**config.mk**
```make
export PLATFORM = sky130hd
export DESIGN_NAME = lru_cache_table_flat
export DESIGN_NICKNAME = d
export VERILOG_FILES = /design/src/sv/lru_pkg.sv /design/src/sv/lru_if.sv /design/src/sv/lru_cache_table.sv /design/src/flat_wrapper.sv
export SDC_FILE = /design/constraint.sdc
export NUM_CORES = 2
export LEC_CHECK = 0
export ABC_AREA = 1
export ABC_CLOCK_PERIOD_IN_PS = 20700
export BUFFER_PORTS_ARGS = -buffer_cell sky130_fd_sc_hd__buf_4
export CAP_MARGIN = 20
export CELL_PAD_IN_SITES_DETAIL_PLACEMENT = 1
export CELL_PAD_IN_SITES_GLOBAL_PLACEMENT = 1
export CORE_ASPECT_RATIO = 1.1
export CORE_MARGIN = 5
export CORE_UTILIZATION = 40
export DETAILED_ROUTE_END_ITERATION = 8
export PLACE_DENSITY_LB_ADDON = 0.15
export SYNTH_ARGS = -nofsm -noshare
export SYNTH_HDL_FRONTEND = slang
export SYNTH_SLANG_ARGS = --single-unit
export TNS_END_PERCENT = 100
```
**constraint.sdc**
```tcl
create_clock -name i_clk -period 20.7 [get_ports i_clk]
set_input_delay 4.14 -clock i_clk [delete_from_list [all_inputs] [get_ports i_clk]]
set_output_delay 4.14 -clock i_clk [all_outputs]
set_load 0.02 [all_outputs]
```
**src/sv/lru_pkg.sv**
```systemverilog
// Package with the shared types and constants of the LRU cache table.
package lru_pkg;

    localparam int REQ_GET = 0;
    localparam int REQ_PUT = 1;

    typedef enum logic [2:0] {
        ST_IDLE,
        ST_SEARCH,
        ST_UPDATE,
        ST_EVICT,
        ST_INSERT,
        ST_RESULT
    } t_state;

    typedef struct packed {
        logic        hit;
        logic [7:0]  found_type;
        logic [31:0] found_handle;
        logic [15:0] found_length;
        logic [31:0] found_time;
        logic        evicted;
        logic [31:0] evicted_key;
    } t_result;

    typedef struct packed {
        logic [7:0]  type_code;
        logic [31:0] content_handle;
        logic [15:0] body_length;
        logic [31:0] created_time;
    } t_payload;

    localparam logic [1:0] REG_CAPACITY = 2'd0;

endpackage

```
**src/sv/lru_if.sv**
```systemverilog
// Valid/ready channel interfaces for the request and the result.
interface lru_req_if;
    logic        valid;
    logic        ready;
    logic        req_type;
    logic [31:0] key;
    logic [7:0]  type_code;
    logic [31:0] content_handle;
    logic [15:0] body_length;
    logic [31:0] created_time;
    modport source (output valid, req_type, key, type_code, content_handle,
                    body_length, created_time, input ready);
    modport sink (input valid, req_type, key, type_code, content_handle,
                  body_length, created_time, output ready);
endinterface

interface lru_rsp_if;
    logic        valid;
    logic        ready;
    logic        hit;
    logic [7:0]  found_type;
    logic [31:0] found_handle;
    logic [15:0] found_length;
    logic [31:0] found_time;
    logic        evicted;
    logic [31:0] evicted_key;
    modport source (output valid, hit, found_type, found_handle, found_length,
                    found_time, evicted, evicted_key, input ready);
    modport sink (input valid, hit, found_type, found_handle, found_length,
                  found_time, evicted, evicted_key, output ready);
endinterface

```
**src/sv/lru_cache_table.sv**
```systemverilog
// Top level of the LRU cache table: register file entries, search sequencer and APB port.
//
//  channel   | dir | transfer when      | content
//  i_req     | in  | valid && ready     | req_type, key, payload
//  o_rsp     | out | valid && ready     | hit, found payload, evicted key
//  APB       | in  | psel&penable&pwrite| capacity register
//
// A get miss passes through idle, one search step per slot through a single
// comparator, update and result. A put of a new key adds an insert state, an
// eviction one more; a hit ends the search at its slot.
// Reset (synchronous, active low) clears valid bits, the MRU/LRU pointers and count.
// A request is taken only in idle; a result waiting on o_rsp.ready holds the block.
module lru_cache_table #(
    parameter int ENTRIES  = 16,
    parameter int KEY_BITS = 32
) (
    input  logic        i_clk,
    input  logic        i_rst_n,
    lru_req_if.sink     i_req,
    lru_rsp_if.source   o_rsp,
    input  logic        psel,
    input  logic        penable,
    input  logic        pwrite,
    input  logic [1:0]  paddr,
    input  logic [31:0] pwdata,
    output logic [31:0] prdata,
    output logic        pready
);
    localparam int SW = (ENTRIES > 1) ? $clog2(ENTRIES) : 1;
    localparam int CW = $clog2(ENTRIES + 1);

    lru_pkg::t_state r_state, n_state;

    logic [4:0]          r_capacity;
    logic [ENTRIES-1:0]  r_valid;
    logic [KEY_BITS-1:0] r_keys  [ENTRIES];
    lru_pkg::t_payload   r_pay   [ENTRIES];
    logic [SW-1:0]       r_newer [ENTRIES];
    logic [SW-1:0]       r_older [ENTRIES];
    logic [SW-1:0]       r_mru, r_lru;
    logic [CW-1:0]       r_count;

    logic [SW:0]         r_idx;
    logic                r_found;
    logic [SW-1:0]       r_slot;
    logic                r_put;
    logic [KEY_BITS-1:0] r_key;
    lru_pkg::t_payload   r_in;
    lru_pkg::t_result    r_res;

    logic [CW-1:0] w_cap;
    logic [5:0]    w_capx;
    logic          w_hit_now;
    logic          w_free_ok;
    logic [SW-1:0] w_free;

    // APB
    assign pready = 1'b1;
    assign prdata = (paddr == lru_pkg::REG_CAPACITY) ? {27'd0, r_capacity} : 32'd0;

    // Clamp capacity into 1..ENTRIES.
    always_comb begin
        w_capx = {1'b0, r_capacity};
        if (w_capx == 6'd0) begin
            w_capx = 6'd1;
        end
        if (32'(w_capx) > ENTRIES) begin
            w_cap = CW'(ENTRIES);
        end else begin
            w_cap = CW'(w_capx);
        end
    end

    // One comparator, stepped over the slots.
    assign w_hit_now = r_valid[r_idx[SW-1:0]] && (r_keys[r_idx[SW-1:0]] == r_key);

    // Lowest invalid slot (priority over valid bits).
    always_comb begin
        w_free_ok = 1'b0;
        w_free    = '0;
        for (int i = ENTRIES - 1; i >= 0; i--) begin
            if (!r_valid[i]) begin
                w_free_ok = 1'b1;
                w_free    = SW'(i);
            end
        end
    end

    assign i_req.ready = (r_state == lru_pkg::ST_IDLE);
    assign o_rsp.valid = (r_state == lru_pkg::ST_RESULT);
    assign o_rsp.hit          = r_res.hit;
    assign o_rsp.found_type   = r_res.found_type;
    assign o_rsp.found_handle = r_res.found_handle;
    assign o_rsp.found_length = r_res.found_length;
    assign o_rsp.found_time   = r_res.found_time;
    assign o_rsp.evicted      = r_res.evicted;
    assign o_rsp.evicted_key  = r_res.evicted_key;

    always_comb begin
        n_state = r_state;
        unique case (r_state)
            lru_pkg::ST_IDLE:   if (i_req.valid) n_state = lru_pkg::ST_SEARCH;
            lru_pkg::ST_SEARCH: begin
                if (w_hit_now || r_idx == (SW + 1)'(ENTRIES - 1)) begin
                    n_state = lru_pkg::ST_UPDATE;
                end
            end
            lru_pkg::ST_UPDATE: begin
                if (r_found || !r_put) begin
                    n_state = lru_pkg::ST_RESULT;
                end else if (r_count >= w_cap && r_count != '0) begin
                    n_state = lru_pkg::ST_EVICT;
                end else begin
                    n_state = lru_pkg::ST_INSERT;
                end
            end
            lru_pkg::ST_EVICT:  n_state = lru_pkg::ST_INSERT;
            lru_pkg::ST_INSERT: n_state = lru_pkg::ST_RESULT;
            lru_pkg::ST_RESULT: if (o_rsp.ready) n_state = lru_pkg::ST_IDLE;
            default:            n_state = lru_pkg::ST_IDLE;
        endcase
    end

    always_ff @(posedge i_clk) begin
        if (!i_rst_n) begin
            r_state    <= lru_pkg::ST_IDLE;
            r_capacity <= 5'd16;
            r_valid    <= '0;
            r_mru      <= '0;
            r_lru      <= '0;
            r_count    <= '0;
        end else begin
            r_state <= n_state;
            if (psel && penable && pwrite && paddr == lru_pkg::REG_CAPACITY) begin
                r_capacity <= pwdata[4:0];
            end
            unique case (r_state)
                lru_pkg::ST_IDLE: begin
                    if (i_req.valid) begin
                        r_put   <= i_req.req_type;
                        r_key   <= KEY_BITS'(i_req.key);
                        r_in    <= {i_req.type_code, i_req.content_handle,
                                    i_req.body_length, i_req.created_time};
                        r_idx   <= '0;
                        r_found <= 1'b0;
                        r_res   <= '0;
                    end
                end
                lru_pkg::ST_SEARCH: begin
                    if (w_hit_now) begin
                        r_found <= 1'b1;
                        r_slot  <= r_idx[SW-1:0];
                    end else begin
                        r_idx <= r_idx + 1'b1;
                    end
                end
                lru_pkg::ST_UPDATE: begin
                    if (r_found) begin
                        if (r_put) begin
                            r_pay[r_slot] <= r_in;
                        end else begin
                            r_res.hit          <= 1'b1;
                            r_res.found_type   <= r_pay[r_slot].type_code;
                            r_res.found_handle <= r_pay[r_slot].content_handle;
                            r_res.found_length <= r_pay[r_slot].body_length;
                            r_res.found_time   <= r_pay[r_slot].created_time;
                        end
                        // Move to front unless the slot already is the most recent.
                        if (r_slot != r_mru) begin
                            if (r_slot == r_lru) begin
                                r_lru <= r_newer[r_slot];
                            end else begin
                                r_older[r_newer[r_slot]] <= r_older[r_slot];
                                r_newer[r_older[r_slot]] <= r_newer[r_slot];
                            end
                            r_newer[r_mru]  <= r_slot;
                            r_older[r_slot] <= r_mru;
                            r_mru           <= r_slot;
                        end
                    end
                end
                lru_pkg::ST_EVICT: begin
                    r_res.evicted     <= 1'b1;
                    r_res.evicted_key <= 32'(r_keys[r_lru]);
                    if (r_lru != r_mru) begin
                        r_lru <= r_newer[r_lru];
                    end
                    r_valid[r_lru] <= 1'b0;
                    r_count        <= r_count - 1'b1;
                end
                lru_pkg::ST_INSERT: begin
                    if (w_free_ok) begin
                        r_valid[w_free] <= 1'b1;
                        r_keys[w_free]  <= r_key;
                        r_pay[w_free]   <= r_in;
                        r_count         <= r_count + 1'b1;
                        if (r_count == '0) begin
                            r_lru <= w_free;
                        end else begin
                            r_newer[r_mru]  <= w_free;
                            r_older[w_free] <= r_mru;
                        end
                        r_mru <= w_free;
                    end
                end
                lru_pkg::ST_RESULT: ;
                default: ;
            endcase
        end
    end
endmodule

```
**src/flat_wrapper.sv**
```systemverilog
// flat-port wrapper written by rule: the top's interface ports become plain ports
module lru_cache_table_flat 
#(
    parameter int ENTRIES  = 16,
    parameter int KEY_BITS = 32
)
  (i_clk, i_rst_n, psel, penable, pwrite, paddr, pwdata, prdata, pready, i_req_valid, i_req_req_type, i_req_key, i_req_type_code, i_req_content_handle, i_req_body_length, i_req_created_time, i_req_ready, o_rsp_valid, o_rsp_hit, o_rsp_found_type, o_rsp_found_handle, o_rsp_found_length, o_rsp_found_time, o_rsp_evicted, o_rsp_evicted_key, o_rsp_ready);
  lru_req_if i_req_i ();
  lru_rsp_if o_rsp_i ();
  input  logic i_clk;
  input  logic i_rst_n;
  input  logic psel;
  input  logic penable;
  input  logic pwrite;
  input  logic [1:0] paddr;
  input  logic [31:0] pwdata;
  output logic [31:0] prdata;
  output logic pready;
  input wire logic [$bits(i_req_i.valid)-1:0] i_req_valid;
  input wire logic [$bits(i_req_i.req_type)-1:0] i_req_req_type;
  input wire logic [$bits(i_req_i.key)-1:0] i_req_key;
  input wire logic [$bits(i_req_i.type_code)-1:0] i_req_type_code;
  input wire logic [$bits(i_req_i.content_handle)-1:0] i_req_content_handle;
  input wire logic [$bits(i_req_i.body_length)-1:0] i_req_body_length;
  input wire logic [$bits(i_req_i.created_time)-1:0] i_req_created_time;
  output wire logic [$bits(i_req_i.ready)-1:0] i_req_ready;
  output wire logic [$bits(o_rsp_i.valid)-1:0] o_rsp_valid;
  output wire logic [$bits(o_rsp_i.hit)-1:0] o_rsp_hit;
  output wire logic [$bits(o_rsp_i.found_type)-1:0] o_rsp_found_type;
  output wire logic [$bits(o_rsp_i.found_handle)-1:0] o_rsp_found_handle;
  output wire logic [$bits(o_rsp_i.found_length)-1:0] o_rsp_found_length;
  output wire logic [$bits(o_rsp_i.found_time)-1:0] o_rsp_found_time;
  output wire logic [$bits(o_rsp_i.evicted)-1:0] o_rsp_evicted;
  output wire logic [$bits(o_rsp_i.evicted_key)-1:0] o_rsp_evicted_key;
  input wire logic [$bits(o_rsp_i.ready)-1:0] o_rsp_ready;
  assign i_req_i.valid = i_req_valid;
  assign i_req_i.req_type = i_req_req_type;
  assign i_req_i.key = i_req_key;
  assign i_req_i.type_code = i_req_type_code;
  assign i_req_i.content_handle = i_req_content_handle;
  assign i_req_i.body_length = i_req_body_length;
  assign i_req_i.created_time = i_req_created_time;
  assign i_req_ready = i_req_i.ready;
  assign o_rsp_valid = o_rsp_i.valid;
  assign o_rsp_hit = o_rsp_i.hit;
  assign o_rsp_found_type = o_rsp_i.found_type;
  assign o_rsp_found_handle = o_rsp_i.found_handle;
  assign o_rsp_found_length = o_rsp_i.found_length;
  assign o_rsp_found_time = o_rsp_i.found_time;
  assign o_rsp_evicted = o_rsp_i.evicted;
  assign o_rsp_evicted_key = o_rsp_i.evicted_key;
  assign o_rsp_i.ready = o_rsp_ready;
  lru_cache_table #(.ENTRIES(ENTRIES), .KEY_BITS(KEY_BITS)) u_core (.i_clk(i_clk), .i_rst_n(i_rst_n), .i_req(i_req_i), .o_rsp(o_rsp_i), .psel(psel), .penable(penable), .pwrite(pwrite), .paddr(paddr), .pwdata(pwdata), .prdata(prdata), .pready(pready));
endmodule
```
# Word level (Yosys, flattened, before mapping)
# Memory sizes are Yosys's and may differ from the RTL's. A register that Yosys moved wholly into a read port is not among the register bits.
# Index checks and enable logic that the tools add are counted.
dict set report word_totals {
  ff_bits 290
  mem_bits_rw 2048
  output_inout_bits 157
  word_cells 208
  n_memories 4
}
# name depth width rd rd_clocked_by_memory_dff write_ports line
set mem_list {}
lappend mem_list {u_core.r_pay 16 88 1 1 1 lru_cache_table.sv:37} ;# lru_pkg::t_payload r_pay [ENTRIES];
lappend mem_list {u_core.r_keys 16 32 2 2 1 lru_cache_table.sv:36} ;# logic [KEY_BITS-1:0] r_keys [ENTRIES];
lappend mem_list {u_core.r_newer 16 4 2 2 2 lru_cache_table.sv:38} ;# logic [SW-1:0] r_newer [ENTRIES];
lappend mem_list {u_core.r_older 16 4 1 1 2 lru_cache_table.sv:39} ;# logic [SW-1:0] r_older [ENTRIES];
dict set report op_classes {
  addsub 3
  order_cmp 7
  eq_ne 22
  mux 113
  bitwise_logic 4
  n_reduce_logical 33
}
# operator count
set ops {}
lappend ops {{89-bit two-way mux} 2}
lappend ops {{89-bit case mux with 2 select lines} 1}
lappend ops {{4-bit two-way mux} 37}
lappend ops {{122-bit two-way mux} 1}
lappend ops {{88-bit two-way mux} 1}
lappend ops {{88-bit OR reduction} 1}
lappend ops {{33-bit case mux with 2 select lines} 1}
lappend ops {{1-bit two-way mux} 48}
lappend ops {{32-bit equality test} 1}
lappend ops {{16-bit case mux with 2 select lines} 1}
lappend ops {{5-bit two-way mux} 6}
lappend ops {{5-bit case mux with 2 select lines} 2}
lappend ops {{2-bit by 1-bit inequality test with 1-bit output, second input constant} 9}
lappend ops {{3-bit case mux with 6 select lines} 1}
lappend ops {{16-bit AND} 1}
lappend ops {{16-bit two-way mux} 1}
lappend ops {{16-bit NOT} 1}
lappend ops {{16-bit bitwise OR} 1}
lappend ops {{4-bit by 5-bit less-than comparator with 1-bit output, second input constant} 3}
lappend ops {{3-bit two-way mux} 5}
lappend ops {{4-bit case mux with 3 select lines} 1}
lappend ops {{3-bit AND reduction} 4}
lappend ops {{4-bit AND reduction} 3}
lappend ops {{5-bit by 1-bit adder with 5-bit output, second input constant} 2}
lappend ops {{29 further kinds} 48}

# Logic depth before layout (Yosys ltp)
dict set report logic_depth {
  word_depth 23
  depth_mapped 20
}

# Worst setup path before layout
# Ideal clock, no wire load.
dict set report synth_path {
  path_type {input-to-reg}
  start {input i_rst_n}
  end {register u_core.r_in[0] in the netlist's numbering, enable pin}
  setup_time_ns 0.604
  arrival_ns 9.482
  t_required_ns 20.096
  path_slack_ns 10.615
  cell_stages 3
  cell_sequence {inv_1 clkbuf_1 nor2_1}
}
dict set report synth_via {
  elab_chain_len 1
}
# item line
set synth_lines {}
lappend synth_lines {{from (decl)} flat_wrapper.sv:11} ;# input logic i_rst_n;
lappend synth_lines {{3-bit AND reduction (no line)} -}
lappend synth_lines {{to (signal assigned)} lru_cache_table.sv:142} ;# r_in <= {i_req.type_code, i_req.content_handle,
lappend synth_lines {{to (decl)} lru_cache_table.sv:48} ;# lru_pkg::t_payload r_in;
# Every way passes these cells.
# A chain may end at the register's enable or synchronous reset.

# Worst setup path after layout
dict set report layout_path {
  start {input i_rst_n}
  end {memory u_core.r_pay[15][7] in the netlist's numbering, enable pin}
}
dict set report layout_via {
  elab_chain_len 4
  elab_cells_between_ends 7
  classes_between {mux (6); reduce/logical (1)}
}
# item line
set layout_lines {}
lappend layout_lines {{1-bit two-way mux} lru_cache_table.sv:125} ;# if (!i_rst_n) begin
lappend layout_lines {{1-bit two-way mux (not written as such)} lru_cache_table.sv:195} ;# r_pay[w_free] <= r_in;
lappend layout_lines {{88-bit OR reduction (no line)} -}
lappend layout_lines {{4-bit two-way mux (no line) or 1-bit two-way mux (tied branches)} -}
lappend layout_lines {{to (decl)} lru_cache_table.sv:37}
# Parallel ways exist; a longest one is shown, timed or not.

==> results_dict.tcl <==
set metrics [dict create \
    status "completed" \
    die-width_um 484.9 \
    synth-xor-area-share_pct 0.1059 \
    grt_max_degree 218 \
    max_slew_margin_pct 16.37 \
    rows 191 \
    grt_pass1_wl_um 470600 \
    netlist.area_leader.share_pct 69.63 \
    yosysUniqueCellTypes 47 \
    die_area_um2 258200 \
    fmax_mhz 112.3 \
    min_path_cells 2 \
    clkSlewWorstSetupHoldPaths_ns 0.06 \
    fin_tns_setup_ns 0 \
    synth_top_family_by_area "compound AO/OA/AOI/OAI gates" \
    drcViolationCount 0 \
    area_growth_pct 13.34 \
    syn_area_um2 99240 \
    cp_data_arrival_time_ns 9.37 \
    clock_latency_ns 0.85 \
    core_area_um2 246600 \
    setup_viol 0 \
    vias 68971 \
    crit_fanout 34 \
    post_cts_buffers 0 \
    fin_area_um2 112500 \
    yosys-top-cells-area "edfxtp_1 (70%), o21ai_0 (6.3%), nor2_1 (4.1%)" \
    timing.rr.end "u_core.r_pay[15][7]" \
    ir_worst_vdd_mv 0.06874 \
    r2r_start "u_core.r_state[1]" \
    yosys_warnings 0 \
    hp-start "u_core.r_count[4]" \
    required_ns 21.16 \
    drive_gt1_share_pct 9.941 \
    hold_buffers 0 \
    hp-class "flop to flop" \
    synth_flop_cell "edfxtp_1" \
    hpwl_um 171200 \
    place.gp.congestion 0.8164 \
    clkSinkCount 2350 \
    rrSetupSlack_ns 14.61 \
    reg2reg_depth 12 \
    grt_use_total_pct 23.96 \
    viasPerCell 5.779 \
    grt_pass1_vias 71625 \
    start_util_pct 40.24 \
    min_to "u_core.r_count[4]" \
    overflow 0 \
    cp-start-kind "input pin" \
    ios 319 \
    synthCells 8395 \
    synth_fa_ha_area_share_pct 0.1463 \
    end_kind "flop" \
    ant_nets 0 \
    post_cts_resized 0 \
    io_buffers 263 \
    drv_slew 0 \
    p_leak_uw 0.03738 \
    yosysTopAreaCell "edfxtp_1" \
    timing.hold.ws_ns 0.4973 \
    first_pass_iters 5 \
    synth_edf_count 2301 \
    p_per_area_nw_per_um2 97.81 \
    wl_per_cell_um 26.95 \
    crit_type "input pin to flop" \
    muxShareOfSynthArea_pct 0 \
    worst_pin_slew_ns 1.254 \
    finalCoreUtilization_pct 45.60 \
    drt_iter0_markers 5329 \
    maxCapViolCount 0 \
    cts_root_buffer "clkbuf_16" \
    period_minus_slack_ns 8.905 \
    ys_async_sr_fraction_pct 0 \
    die_h_um 532.4 \
    hold_viol_final 0 \
    p_total_uw 11000 \
    finalCritPeriodShare_pct 43.02 \
    cts_made_buffers 267 \
    postSynthAreaPerCell_um2 11.82 \
    cts.path.max_buffers 4 \
    fin_skew_ns 0.05450 \
    routed_wl_um 321700 \
    tritoncts "built" \
    placed_area_um2 104100 \
    yosysSeqAreaShare_pct 70.62 \
    rsz0062_at_grt "false" \
    h-tree-depth 5 \
    ys_seq_elements 2350 \
    synthSimpleGateAreaFrac_pct 10.39 \
    synth-compound-area-share_pct 14.22 \
    nets 8635 \
    antenna_found_initial 4 \
]
==> cell usage after synthesis (2+ instances only) <==
cell and number:
nor4_1 3, nor2_2 2, buf_2 73, o22ai_1 115
conb_1 2, or2_0 2, inv_1 462, a211oi_1 2
o21bai_1 2, and2_1 3, xnor2_1 7, a21oi_1 469
nor3_1 6, buf_6 12, nand2_1 743, o221ai_1 259
xor2_1 5, nand4_1 39, ha_1 10, nand3_1 560
o21ai_1 20, o211ai_1 304, clkbuf_1 443, nand3b_1 5
inv_2 4, nor2_1 1085, a31oi_1 7, dfxtp_1 49
or2_1 4, o21ai_2 2, buf_1 51, or2_2 33
buf_4 48, o21a_1 4, edfxtp_1 2301, o21ai_0 1247
clkinv_1 2
==> critical path, cell delays in order <==
cell     delay, ns
buf_4         0.36
inv_1         0.45
nor3_2        0.43
inv_1         0.08
buf_4         0.28
o21ai_0       0.81
nand2_1       0.46
nor2_4        0.90
buf_4         0.71
buf_4         0.67
==> sequential cells by signal, summed over array words and instances, names as in the netlist, 8 cells and up, named ones only <==
signal	cells
u_core.r_newer	64
u_core.r_valid	16
u_core.o_rsp.found_length	16
u_core.r_pay	1408
u_core.r_keys	512
u_core.o_rsp.found_handle	32
u_core.o_rsp.found_time	32
u_core.o_rsp.found_type	8
u_core.o_rsp.evicted_key	32
u_core.r_older	64
u_core.r_in	88
u_core.r_key	32
==> cell usage in the layout (no fill, tap or decap), types with 28 or more instances in the layout <==
cell type,count
a21oi_1,466
buf_4,393
clkbuf_1,56
clkbuf_16,280
clkinv_1,48
clkinv_2,49
conb_1,28
dfxtp_1,37
edfxtp_1,2301
inv_1,455
nand2_1,742
nand3_1,559
nand4_1,39
nor2_1,1054
nor2_4,31
o211ai_1,304
o21ai_0,1247
o221ai_1,259
o22ai_1,114
or2_2,33
==> power breakdown <==
group          internal (uW)  switching, uW
Combinational            278            718
Sequential              5290            122
Clock                   2700           1890
==> cells by family after synthesis <==
| logic type | after synthesis |
|---|---|
| compound gates | 2435 |
| xor+xnor | 12 |
| fa+ha+maj | 11 |
| buf+inv | 1095 |
| flops | 2350 |
| other cells | 2 |
| simple gates | 2490 |
==> how the worst max path moves through the flow <==
stage                                 endpoint     from  slack, ns
after CTS                  u_core.r_pay[15][7]  i_rst_n      11.60
final                      u_core.r_pay[15][7]  i_rst_n      11.80
after detailed placement  u_core.r_pay[15][30]  i_rst_n      10.70
after global placement    u_core.r_pay[15][30]  i_rst_n      10.78
after global routing      u_core.r_pay[13][20]  i_rst_n      11.48
after floorplan                 u_core.r_in[0]  i_rst_n      10.61
==> metal layers <==
| layer | GRT usage, % | vias up | wire [um] |
|---|---|---|---|
| met3 | 2.606 | 538 | 14610 |
| met2 | 41.04 | 1887 | 158400 |
| li1 | - | 30891 | - |
| met5 | 0 | - | 0 |
| met4 | 8.040 | 0 | 10670 |
| met1 | 31.88 | 35655 | 138000 |
==> metrics by stage <==
stage                     setup WS [ns]  std cells
after floorplan                   10.61       8421
final                             11.80      11935
after global routing              11.48      11933
after detailed placement          10.70      11473
after global placement            10.78      11473
after CTS                         11.60      11931
==> final cells by class <==
cell class	instances	area, um2
clock inverters	121	1066
well taps	3281	4105
diodes	3	7.507
fillers	25699	134200
repair buffers	399	3078
flip-flops and latches	2350	70120
multi-input cells	4976	25080
inverters	468	1787
clock buffers	337	7231
Note: power is estimated with default switching activity, not from simulation.
